## src/sv/psrl_pkg.sv

```systemverilog
// Package for the per-source rate limiter: table constants, entry type, verdict codes.
// No dependencies.
package psrl_pkg;

   localparam int TABLE_DEPTH = 64;
   localparam int IDX_W = $clog2(TABLE_DEPTH);
   localparam int CNT_W = $clog2(TABLE_DEPTH + 1);
   localparam logic [31:0] RECENT_WINDOW = 32'd60;
   localparam logic [15:0] COUNT_MAX = 16'hFFFF;

   localparam logic [1:0] CSR_RATE_LIMIT = 2'd0;
   localparam logic [1:0] CSR_BAN_LEVEL = 2'd1;
   localparam logic [1:0] CSR_BAN_SECONDS = 2'd2;
   localparam logic [1:0] CSR_TRACKED_LIMIT = 2'd3;

   localparam logic OP_CHECK = 1'b0;
   localparam logic OP_CLEANUP = 1'b1;

   localparam logic [2:0] VERDICT_ALLOWED = 3'd0;
   localparam logic [2:0] VERDICT_FULL = 3'd1;
   localparam logic [2:0] VERDICT_BANNED = 3'd2;
   localparam logic [2:0] VERDICT_OVER_RATE = 3'd3;
   localparam logic [2:0] VERDICT_BAN_START = 3'd4;
   localparam logic [2:0] VERDICT_CLEANUP = 3'd5;

   typedef struct packed {
      logic [31:0] key;
      logic [31:0] seen_sec;
      logic [15:0] count;
      logic [31:0] ban_expiry;
   } entry_type;

   // Control from the sequencer to every cell.
   typedef struct packed {
      logic shift;     // rotate the ring by one position
      logic load;      // replace the cell at the ring head with new data
      logic drop;      // head dropped: only cells above the sweep point move
   } cell_ctl_type;

endpackage

```

## src/sv/psrl_cell.sv

```systemverilog
// One table cell of the rotating entry ring.
// Depends on psrl_pkg.
module psrl_cell (
   input  logic                  clock,
   input  psrl_pkg::cell_ctl_type ctl,
   input  psrl_pkg::entry_type   prev_entry,
   input  psrl_pkg::entry_type   load_entry,
   input  logic                  is_head,
   input  logic                  above,
   output psrl_pkg::entry_type   entry
);
   import psrl_pkg::*;

   entry_type entry_ff, entry_in;

   always_comb begin
      entry_in = entry_ff;
      if (ctl.load && is_head) begin
         entry_in = load_entry;
      end else if (ctl.shift || (ctl.drop && above)) begin
         entry_in = prev_entry;
      end
   end

   always_ff @(posedge clock) begin
      entry_ff <= entry_in;
   end

   assign entry = entry_ff;

endmodule

```

## src/sv/psrl_ctl.sv

```systemverilog
// Sequencer of the rate limiter: walks the cell ring for search and compaction.
// Depends on psrl_pkg.
module psrl_ctl (
   input  logic                  clock,
   input  logic                  reset,
   input  logic                  start,
   output logic                  busy,
   input  logic                  req_op,
   input  logic [31:0]           req_ip_key,
   input  logic [31:0]           req_now_seconds,
   input  logic [15:0]           rate_limit,
   input  logic [15:0]           ban_level,
   input  logic [31:0]           ban_seconds,
   input  logic [6:0]            tracked_limit,
   input  psrl_pkg::entry_type   head_entry,
   output psrl_pkg::cell_ctl_type ctl,
   output psrl_pkg::entry_type   load_entry,
   output logic [psrl_pkg::CNT_W-1:0] ring_step,
   output logic                  rsp_valid,
   output logic                  rsp_allowed,
   output logic [2:0]            rsp_verdict,
   output logic [6:0]            rsp_entries_in_use
);
   import psrl_pkg::*;

   // The ring is always rotated back to its home position. Head cell is the one
   // whose data leaves the ring; a full rotation of TABLE_DEPTH shifts returns it.
   typedef enum logic [4:0] {
      ST_IDLE   = 5'b00001,
      ST_SEARCH = 5'b00010,
      ST_SWEEP  = 5'b00100,
      ST_DONE   = 5'b01000,
      ST_ALIGN  = 5'b10000
   } state_type;

   state_type state_ff, state_in;
   logic [CNT_W-1:0] step_ff, step_in;
   logic [CNT_W-1:0] used_ff, used_in;
   logic [CNT_W-1:0] keep_ff, keep_in;
   logic [CNT_W-1:0] hit_ff, hit_in;
   logic found_ff, found_in;
   logic [31:0] key_ff, key_in, now_ff, now_in;
   logic valid_ff, valid_in;
   logic allowed_ff, allowed_in;
   logic [2:0] verdict_ff, verdict_in;

   logic [CNT_W-1:0] limit;
   logic [31:0] age;
   logic keep_it;
   entry_type upd;
   logic [15:0] cnt;

   assign limit = (tracked_limit > 7'(TABLE_DEPTH)) ? CNT_W'(TABLE_DEPTH)
                                                   : CNT_W'(tracked_limit);
   assign age = now_ff - head_entry.seen_sec;
   assign keep_it = (age < RECENT_WINDOW) || (head_entry.ban_expiry > now_ff);

   // Update of the entry at the head for a check.
   always_comb begin
      upd = head_entry;
      if (!found_ff) begin
         upd.key = key_ff;
         upd.seen_sec = now_ff;
         upd.count = '0;
         upd.ban_expiry = '0;
      end
      cnt = (now_ff != upd.seen_sec) ? 16'd1
          : ((upd.count != COUNT_MAX) ? upd.count + 16'd1 : upd.count);
   end

   always_comb begin
      state_in = state_ff;
      step_in = step_ff;
      used_in = used_ff;
      keep_in = keep_ff;
      hit_in = hit_ff;
      found_in = found_ff;
      key_in = key_ff;
      now_in = now_ff;
      valid_in = 1'b0;
      allowed_in = allowed_ff;
      verdict_in = verdict_ff;
      ctl = '0;
      load_entry = upd;
      unique case (state_ff)
         ST_IDLE: begin
            if (start) begin
               key_in = req_ip_key;
               now_in = req_now_seconds;
               step_in = '0;
               keep_in = '0;
               found_in = 1'b0;
               hit_in = '0;
               state_in = (req_op == OP_CLEANUP) ? ST_SWEEP : ST_SEARCH;
            end
         end
         ST_SEARCH: begin
            // Full rotation; record first matching live slot.
            if (!found_ff && step_ff < used_ff && head_entry.key == key_ff) begin
               found_in = 1'b1;
               hit_in = step_ff;
            end
            ctl.shift = 1'b1;
            step_in = step_ff + 1'b1;
            if (step_ff == CNT_W'(TABLE_DEPTH - 1)) begin
               step_in = '0;
               state_in = ST_DONE;
            end
         end
         ST_DONE: begin
            // Second rotation: update the chosen slot as it passes the head.
            if (step_ff == '0) begin
               if (!found_ff && used_ff >= limit) begin
                  valid_in = 1'b1;
                  allowed_in = 1'b0;
                  verdict_in = VERDICT_FULL;
                  state_in = ST_IDLE;
               end else if (!found_ff) begin
                  hit_in = used_ff;
               end
            end
            if (state_in == ST_DONE) begin
               ctl.shift = 1'b1;
               if (step_ff == hit_in) begin
                  ctl.load = 1'b1;
                  if (!found_ff) used_in = used_ff + 1'b1;
                  if (upd.ban_expiry > now_ff) begin
                     load_entry = upd;
                     verdict_in = VERDICT_BANNED;
                     allowed_in = 1'b0;
                  end else begin
                     load_entry = upd;
                     load_entry.count = cnt;
                     load_entry.seen_sec = now_ff;
                     if (cnt <= rate_limit) begin
                        verdict_in = VERDICT_ALLOWED;
                        allowed_in = 1'b1;
                     end else if (cnt >= ban_level) begin
                        load_entry.ban_expiry = now_ff + ban_seconds;
                        verdict_in = VERDICT_BAN_START;
                        allowed_in = 1'b0;
                     end else begin
                        verdict_in = VERDICT_OVER_RATE;
                        allowed_in = 1'b0;
                     end
                  end
               end
               step_in = step_ff + 1'b1;
               if (step_ff == CNT_W'(TABLE_DEPTH - 1)) begin
                  valid_in = 1'b1;
                  state_in = ST_IDLE;
               end
            end
         end
         ST_SWEEP: begin
            // Kept head: whole ring shifts, head queues behind earlier kept
            // entries in the low cells. Dropped head: only unvisited cells move.
            if (step_ff < used_ff && keep_it) begin
               ctl.shift = 1'b1;
               keep_in = keep_ff + 1'b1;
            end else begin
               ctl.drop = 1'b1;
            end
            step_in = step_ff + 1'b1;
            if (step_ff == CNT_W'(TABLE_DEPTH - 1)) begin
               step_in = keep_in;
               state_in = ST_ALIGN;
            end
         end
         ST_ALIGN: begin
            // TABLE_DEPTH - kept more shifts bring the kept entries home.
            if (step_ff == CNT_W'(TABLE_DEPTH)) begin
               valid_in = 1'b1;
               allowed_in = 1'b0;
               verdict_in = VERDICT_CLEANUP;
               used_in = keep_ff;
               state_in = ST_IDLE;
            end else begin
               ctl.shift = 1'b1;
               step_in = step_ff + 1'b1;
            end
         end
         default: state_in = ST_IDLE;
      endcase
   end

   always_ff @(posedge clock) begin
      if (reset) begin
         state_ff <= ST_IDLE;
         used_ff <= '0;
         valid_ff <= 1'b0;
      end else begin
         state_ff <= state_in;
         used_ff <= used_in;
         valid_ff <= valid_in;
      end
      step_ff <= step_in;
      keep_ff <= keep_in;
      hit_ff <= hit_in;
      found_ff <= found_in;
      key_ff <= key_in;
      now_ff <= now_in;
      allowed_ff <= allowed_in;
      verdict_ff <= verdict_in;
   end

   assign busy = (state_ff != ST_IDLE) || valid_ff;
   assign ring_step = step_ff;
   assign rsp_valid = valid_ff;
   assign rsp_allowed = allowed_ff;
   assign rsp_verdict = verdict_ff;
   assign rsp_entries_in_use = 7'(used_ff);

   a_used_bound: assert property (@(posedge clock) disable iff (reset)
      used_ff <= CNT_W'(TABLE_DEPTH)) else $error("occupancy above depth");
   a_cleanup_no_grow: assert property (@(posedge clock) disable iff (reset)
      rsp_valid && rsp_verdict == VERDICT_CLEANUP |-> !rsp_allowed)
      else $error("cleanup allowed");
   a_one_result: assert property (@(posedge clock) disable iff (reset)
      rsp_valid |=> !rsp_valid) else $error("double result");

endmodule

```

## src/sv/psrl_ring.sv

```systemverilog
// Ring of table cells; when compaction drops the head, only cells above the sweep point move.
// Depends on psrl_pkg and psrl_cell.
module psrl_ring (
   input  logic                    clock,
   input  psrl_pkg::cell_ctl_type  ctl,
   input  psrl_pkg::entry_type     load_entry,
   input  logic [psrl_pkg::CNT_W-1:0] step,
   output psrl_pkg::entry_type     head_entry
);
   import psrl_pkg::*;

   entry_type cells [TABLE_DEPTH];

   for (genvar i = 0; i < TABLE_DEPTH; i++) begin : g_cell
      psrl_cell u_cell (
         .clock      (clock),
         .ctl        (ctl),
         .prev_entry (cells[(i + TABLE_DEPTH - 1) % TABLE_DEPTH]),
         .load_entry (load_entry),
         .is_head    (i == 0),
         .above      (CNT_W'(i) > step),
         .entry      (cells[i])
      );
   end

   assign head_entry = cells[TABLE_DEPTH-1];

endmodule

```

## src/sv/per_source_rate_limiter_with_ban.sv

```systemverilog
// Top level of the per-source rate limiter with ban.
// Depends on psrl_pkg, psrl_ctl and psrl_ring.
//
// The table sits in a ring of cells that rotates one entry per cycle past a
// single compare and update point, so the search and sweep walks span the ring size.
// A check makes one rotation to search, one to update the chosen slot as it
// passes the head, then gives its result; a refusal for a full table comes
// back at the start of the second rotation. A cleanup makes one rotation that
// packs the kept entries together, then TABLE_DEPTH - kept shifts to bring
// them home. Pulse start while busy is low; one word comes back on rsp_valid
// for one cycle and cannot be stalled. Table contents need no clearing after
// reset; occupancy starts at zero.
module per_source_rate_limiter_with_ban (
   input  logic        clock,
   input  logic        reset,
   input  logic        start,
   output logic        busy,
   input  logic        req_op,
   input  logic [31:0] req_ip_key,
   input  logic [31:0] req_now_seconds,
   output logic        rsp_valid,
   output logic        rsp_allowed,
   output logic [2:0]  rsp_verdict,
   output logic [6:0]  rsp_entries_in_use,
   input  logic        csr_we,
   input  logic [1:0]  csr_index,
   input  logic [31:0] csr_wdata
);
   import psrl_pkg::*;

   logic [15:0] rate_limit_ff, ban_level_ff;
   logic [31:0] ban_seconds_ff;
   logic [6:0]  tracked_limit_ff;
   cell_ctl_type ctl;
   entry_type load_entry, head_entry;
   logic [CNT_W-1:0] ring_step;
   logic go;

   assign go = start && !busy;

   always_ff @(posedge clock) begin
      if (reset) begin
         rate_limit_ff <= 16'd10;
         ban_level_ff <= 16'd20;
         ban_seconds_ff <= 32'd300;
         tracked_limit_ff <= 7'd64;
      end else if (csr_we) begin
         unique case (csr_index)
            CSR_RATE_LIMIT:    rate_limit_ff <= csr_wdata[15:0];
            CSR_BAN_LEVEL:     ban_level_ff <= csr_wdata[15:0];
            CSR_BAN_SECONDS:   ban_seconds_ff <= csr_wdata;
            CSR_TRACKED_LIMIT: tracked_limit_ff <= csr_wdata[6:0];
            default: ;
         endcase
      end
   end

   psrl_ctl u_ctl (
      .clock(clock), .reset(reset), .start(go), .busy(busy),
      .req_op(req_op), .req_ip_key(req_ip_key), .req_now_seconds(req_now_seconds),
      .rate_limit(rate_limit_ff), .ban_level(ban_level_ff),
      .ban_seconds(ban_seconds_ff), .tracked_limit(tracked_limit_ff),
      .head_entry(head_entry), .ctl(ctl), .load_entry(load_entry),
      .ring_step(ring_step),
      .rsp_valid(rsp_valid), .rsp_allowed(rsp_allowed), .rsp_verdict(rsp_verdict),
      .rsp_entries_in_use(rsp_entries_in_use)
   );

   psrl_ring u_ring (
      .clock(clock), .ctl(ctl), .load_entry(load_entry),
      .step(ring_step), .head_entry(head_entry)
   );

endmodule
```

## config.mk

```make
export PLATFORM = sky130hd
export DESIGN_NAME = per_source_rate_limiter_with_ban
export DESIGN_NICKNAME = d
export VERILOG_FILES = /design/src/sv/psrl_pkg.sv /design/src/sv/psrl_cell.sv /design/src/sv/psrl_ctl.sv /design/src/sv/psrl_ring.sv /design/src/sv/per_source_rate_limiter_with_ban.sv
export SDC_FILE = /design/constraint.sdc
export NUM_CORES = 2
export LEC_CHECK = 0
export BUFFER_PORTS_ARGS = -buffer_cell sky130_fd_sc_hd__buf_2
export CAP_MARGIN = 5
export CELL_PAD_IN_SITES_DETAIL_PLACEMENT = 2
export CELL_PAD_IN_SITES_GLOBAL_PLACEMENT = 2
export CORE_MARGIN = 2
export CORE_UTILIZATION = 46
export CTS_CLUSTER_DIAMETER = 30
export DETAILED_ROUTE_END_ITERATION = 8
export PLACE_DENSITY = 0.73
export SLEW_MARGIN = 5
export SYNTH_ARGS = -nofsm -noshare
export SYNTH_HDL_FRONTEND = slang
export SYNTH_SLANG_ARGS = --single-unit
```

## constraint.sdc

```tcl
create_clock -name clock -period 12.7 [get_ports clock]
set_input_delay 1.905 -clock clock [delete_from_list [all_inputs] [get_ports clock]]
set_output_delay 1.905 -clock clock [all_outputs]
set_load 0.005 [all_outputs]
```

==> results of run 1 <==
==> logic make-up after synthesis <==
group | count (synthesis) | synth area share (%)
xor gates and xnor gates | 120 | 0.452
muxes | 22 | 0.0953
and+or+nand+nor | 898 | 1.79
AOI/OAI and AO/OA | 673 | 1.75
DFF | 7342 | 94.5
adders and majority gates | 178 | 0.962
buffers and inverters | 262 | 0.444
==> through the flow <==
step | hold slack (ns) | cells | setup WS [ns] | area, um2
after floorplan | 0.400 | 9495 | 0.953 | 232000
after global placement | 0.400 | 16318 | 4.63 | 243000
==> run_results.csv, run 1 <==
group,metric,value,unit
floorplan,die-height,715,um
run_status,error,"[ERROR DPL-0033] detailed placement checks failed during check placement.",
logic_synthesis,yosys_register_bits,7342,
floorplan,die_w,715,um
logic_synthesis,ys_warn_count,0,
logic_synthesis,synth_top_cell_area_share,93.8,%
logic_synthesis,seq_area_frac_synth,94.5,%
logic_synthesis,postSynthCellCount,9495,
logic_synthesis,synthTopCellsByCount,"7258 x edfxtp_1, 421 x nand2_1, 218 x a21oi_1",
logic_synthesis,synth_area,0.232,mm2
logic_synthesis,synth-edff-count,7258,
logic_synthesis,ys.flop_type,"edfxtp_1",
floorplan,rows,261,
logic_synthesis,yosysMostFrequentCell,"edfxtp_1",
placement,hpwl,856,mm
run_status,outcome,"stopped before the end",
logic_synthesis,yosysTopAreaCell,"edfxtp_1",
placement,io_buffers,115,
logic_synthesis,synth_cell_types,80,
floorplan,io_pins,116,
logic_synthesis,ys_async_sr_fraction,0,%
logic_synthesis,synth_nets,9776,
placement,place_congestion,0.914,
run_status,lastStage,"detailed placement",
logic_synthesis,synthTopCellsByArea,"edfxtp_1 94%, ha_1 0.95%, dfxtp_1 0.72%",
logic_synthesis,syn_area_per_cell,24.5,um2
floorplan,start_util,46.1,%
==> inputs of run 2 (changes only) <==
CELL_PAD_IN_SITES_DETAIL_PLACEMENT = default   (was 2)
CELL_PAD_IN_SITES_GLOBAL_PLACEMENT = default   (was 2)
CORE_UTILIZATION = 40   (was 46)
CTS_CLUSTER_DIAMETER = default   (was 30)
PLACE_DENSITY = default   (was 0.73)
PLACE_DENSITY_LB_ADDON = 0.15   (was default)
clock period = 16.5 ns   (was 12.7 ns; I/O delays follow)
==> run 2 against run 1 <==
The run now ends clean. Area after synthesis is the same. Synthesized cell count is the same.
==> run_results.csv, run 2 <==
group,metric,value,unit
drt,vias,89094,
logic_synthesis,yosysMostFrequentCell,"edfxtp_1",
floorplan,die_area,0.587,mm2
critical_path,start_kind,"register",
power_and_ir_drop,irDropWorstVdd,120,uV
logic_synthesis,synth_nets,9776,
critical_path,path_delay_family,"compound AO/OA/AOI/OAI gates",
logic_synthesis,synth-edff-count,7258,
layout,num-fill-cells,47516,
logic_synthesis,seq_area_frac_synth,94.5,%
drt,wl_per_cell,25.3,um
clock_tree,htree_levels,6,
placement,pre_cts_slack,8.09,ns
run_status,outcome,"completed",
clock_tree,cts_tree,"built",
floorplan,die_w,766,um
layout,final_common_cell,"edfxtp_1",
critical_path,crit_chain,"ha_1 -> a21oi_1 -> o21ai_0 -> nor2_1 -> a21oi_1 -> a21oi_1 -> a2111oi_0 -> nand4_1 -> a2111oi_4 -> or2_2 -> buf_4 -> a21oi_1 -> o21ai_4 -> buf_4 -> buf_4",
logic_synthesis,synthTopCellsByArea,"edfxtp_1 94%, ha_1 0.95%, dfxtp_1 0.72%",
clock_tree,cts_hold_buffers,0,
floorplan,die-height,766,um
power_and_ir_drop,power_density,153,mW/mm2
logic_synthesis,synth_xor_area_share,0.452,%
logic_synthesis,synth_compound_gate_area_share,1.75,%
critical_path,crit_type,"register to register",
floorplan,core_area,0.578,mm2
grt,grt_max_degree,82,
sta,worst_pin_slew,1.38,ns
layout,fin_util,46.1,%
critical_path,critical-path-slowest-cell,"a2111oi_4",
logic_synthesis,synth_cell_types,80,
critical_path,path_buf_inv,3,
drt,firstDrtPassIters,6,
clock_tree,ctsRootBufferMaster,"clkbuf_16",
logic_synthesis,synth-adder-area-share,0.962,%
logic_synthesis,synth-simple-area-share,1.79,%
layout,syn_to_final_growth,14.8,%
drt,postRouteAntennaNets,0,
logic_synthesis,synth_top_cell_area_share,93.8,%
sta,post-route-min-period,8.34,ns
grt,grt_use_total,15.8,%
clock_tree,clk_pin_slew,0.06,ns
clock_tree,cts_setup_buffers,0,
sta,hold_violations,0,
drt,drtIter0Drc,8685,
clock_tree,clock_latency,1.10,ns
sta,rsz0062_at_grt,"false",
sta,fin_ws,8.16,ns
logic_synthesis,ys_async_sr_fraction,0,%
power_and_ir_drop,leakage,0.0845,uW
critical_path,cp_max_fo,61,
grt,antenna_found_initial,65,
floorplan,io_pins,116,
logic_synthesis,ys_warn_count,0,
critical_path,crit_top_cell,"a21oi_1",
grt,grt_overflow_total,0,
critical_path,cp.arrival,9.04,ns
logic_synthesis,ys.flop_type,"edfxtp_1",
logic_synthesis,postSynthCellCount,9495,
clock_tree,clock_sinks,7342,
sta,finalCritPeriodShare,50.6,%
grt,grt_pass1_wl,669,mm
sta,finalSetupViolations,0,
clock_tree,clockBufferDepth,4,
placement,io_buffers,115,
logic_synthesis,synth_area,0.232,mm2
sta,setup_tns,0,ns
floorplan,start_util,40.2,%
layout,largest_reg_flops,7168,
sta,fin_skew,0.0926,ns
layout,drive_gt1_share,12.2,%
drt,avgViaCountPerCell,4.76,
drt,drc,0,
placement,hpwl,314,mm
sta,holdWs,0.357,ns
sta,relSlewSlack,7.33,%
logic_synthesis,yosysTopAreaCell,"edfxtp_1",
logic_synthesis,syn_area_per_cell,24.5,um2
power_and_ir_drop,power,40800,uW
grt,grt_pass1_vias,88879,
critical_path,cpPeakStageDelay,0.93,ns
logic_synthesis,yosys_register_bits,7342,
placement,place_congestion,0.872,
job,drv_cap,0,
logic_synthesis,synth_top_family_by_area,"simple AND/OR/NAND/NOR gates",
drt,wl,474,mm
critical_path,required,17.19,ns
logic_synthesis,synthMuxAreaShare,0.0953,%
clock_tree,cts_resized,0,
clock_tree,cts_buffers,720,
sta,max_freq,120,MHz
floorplan,rows,279,
layout,layout.nets,10639,
min_path,hp-class,"register to register",
sta,drv_slew,0,
critical_path,cp-end-kind,"register",
layout,final_cell_mix,"7258 x edfxtp_1, 733 x clkbuf_16, 399 x nand2_1, 218 x a21oi_1, 179 x clkinv_1",
logic_synthesis,synthTopCellsByCount,"7258 x edfxtp_1, 421 x nand2_1, 218 x a21oi_1",
-- run 2: cell counts after synthesis --
No cell type changed its count.
-- run 2: report_power, final --
part / switching [uW] / internal (uW)
sequential: 673 / 22400
combinational: 1750 / 410
clock: 6690 / 8920
-- run 2: worst reg2reg max path, stage by stage, from the launching register on --
cell	delay [ns]
edfxtp_1	0.54
ha_1	0.75
a21oi_1	0.13
o21ai_0	0.53
nor2_1	0.15
a21oi_1	0.20
a21oi_1	0.06
a2111oi_0	0.69
nand4_1	0.40
a2111oi_4	0.93
or2_2	0.55
buf_4	0.65
a21oi_1	0.20
o21ai_4	0.80
buf_4	0.49
buf_4	0.79
-- run 2: worst paths after layout --
kind / start / to / slack (ns) / cells past startpoint
hold reg to reg: u_ring.g_cell[9].u_cell.entry[94]$_DFFE_PP_ / u_ring.g_cell[10].u_cell.entry[94]$_DFFE_PP_ / 0.36 / 0
hold / removal: u_ring.g_cell[9].u_cell.entry[94]$_DFFE_PP_ / u_ring.g_cell[10].u_cell.entry[94]$_DFFE_PP_ / 0.36 / 0
setup reg to reg: u_ctl.now_ff[17]$_DFFE_PP_ / u_ring.g_cell[62].u_cell.entry[9]$_DFFE_PP_ / 8.16 / 15
setup / recovery: u_ctl.now_ff[17]$_DFFE_PP_ / u_ring.g_cell[62].u_cell.entry[9]$_DFFE_PP_ / 8.16 / 15
-- run 2: cell families (layout without fill, tap and decap cells) --
logic type	Yosys count	in the layout
xor+xnor	120	120
fa+ha+maj	178	178
buf+inv	262	1703
mux	22	22
other cells	0	37
compound gates	673	673
flops	7342	7342
simple gates	898	898
-- run 2: routing by layer --
metal | up-vias | share of wire, % | track usage (%)
met5 | - | 0.018 | 0
met4 | 12 | 2.7 | 4.35
met3 | 705 | 6.4 | 3.03
met2 | 2728 | 44 | 23.5
met1 | 46026 | 47 | 23.9
li1 | 39623 | - | -
-- run 2: stage by stage --
stage,std cells,cell area (um2)
after global placement,17358,244000
after floorplan,9495,232000
after detailed placement,17362,244000
after global routing,18679,267000
after CTS,18662,267000
final,18700,267000
-- run 2: layout make-up --
cell class                      count  area, um2  share of cell area, %
Tap cell                         7727       9670                   3.63
Sequential cell                  7342     220000                   82.4
Multi-Input combinational cell   1891      12500                   4.68
Timing Repair Buffer              268       1730                  0.650
Clock inverter                    402       3610                   1.35
Clock buffer                      898      19000                   7.12
Antenna cell                       37       92.6                 0.0347
Inverter                          135        508                  0.190
(Power assumes the default switching activity.)
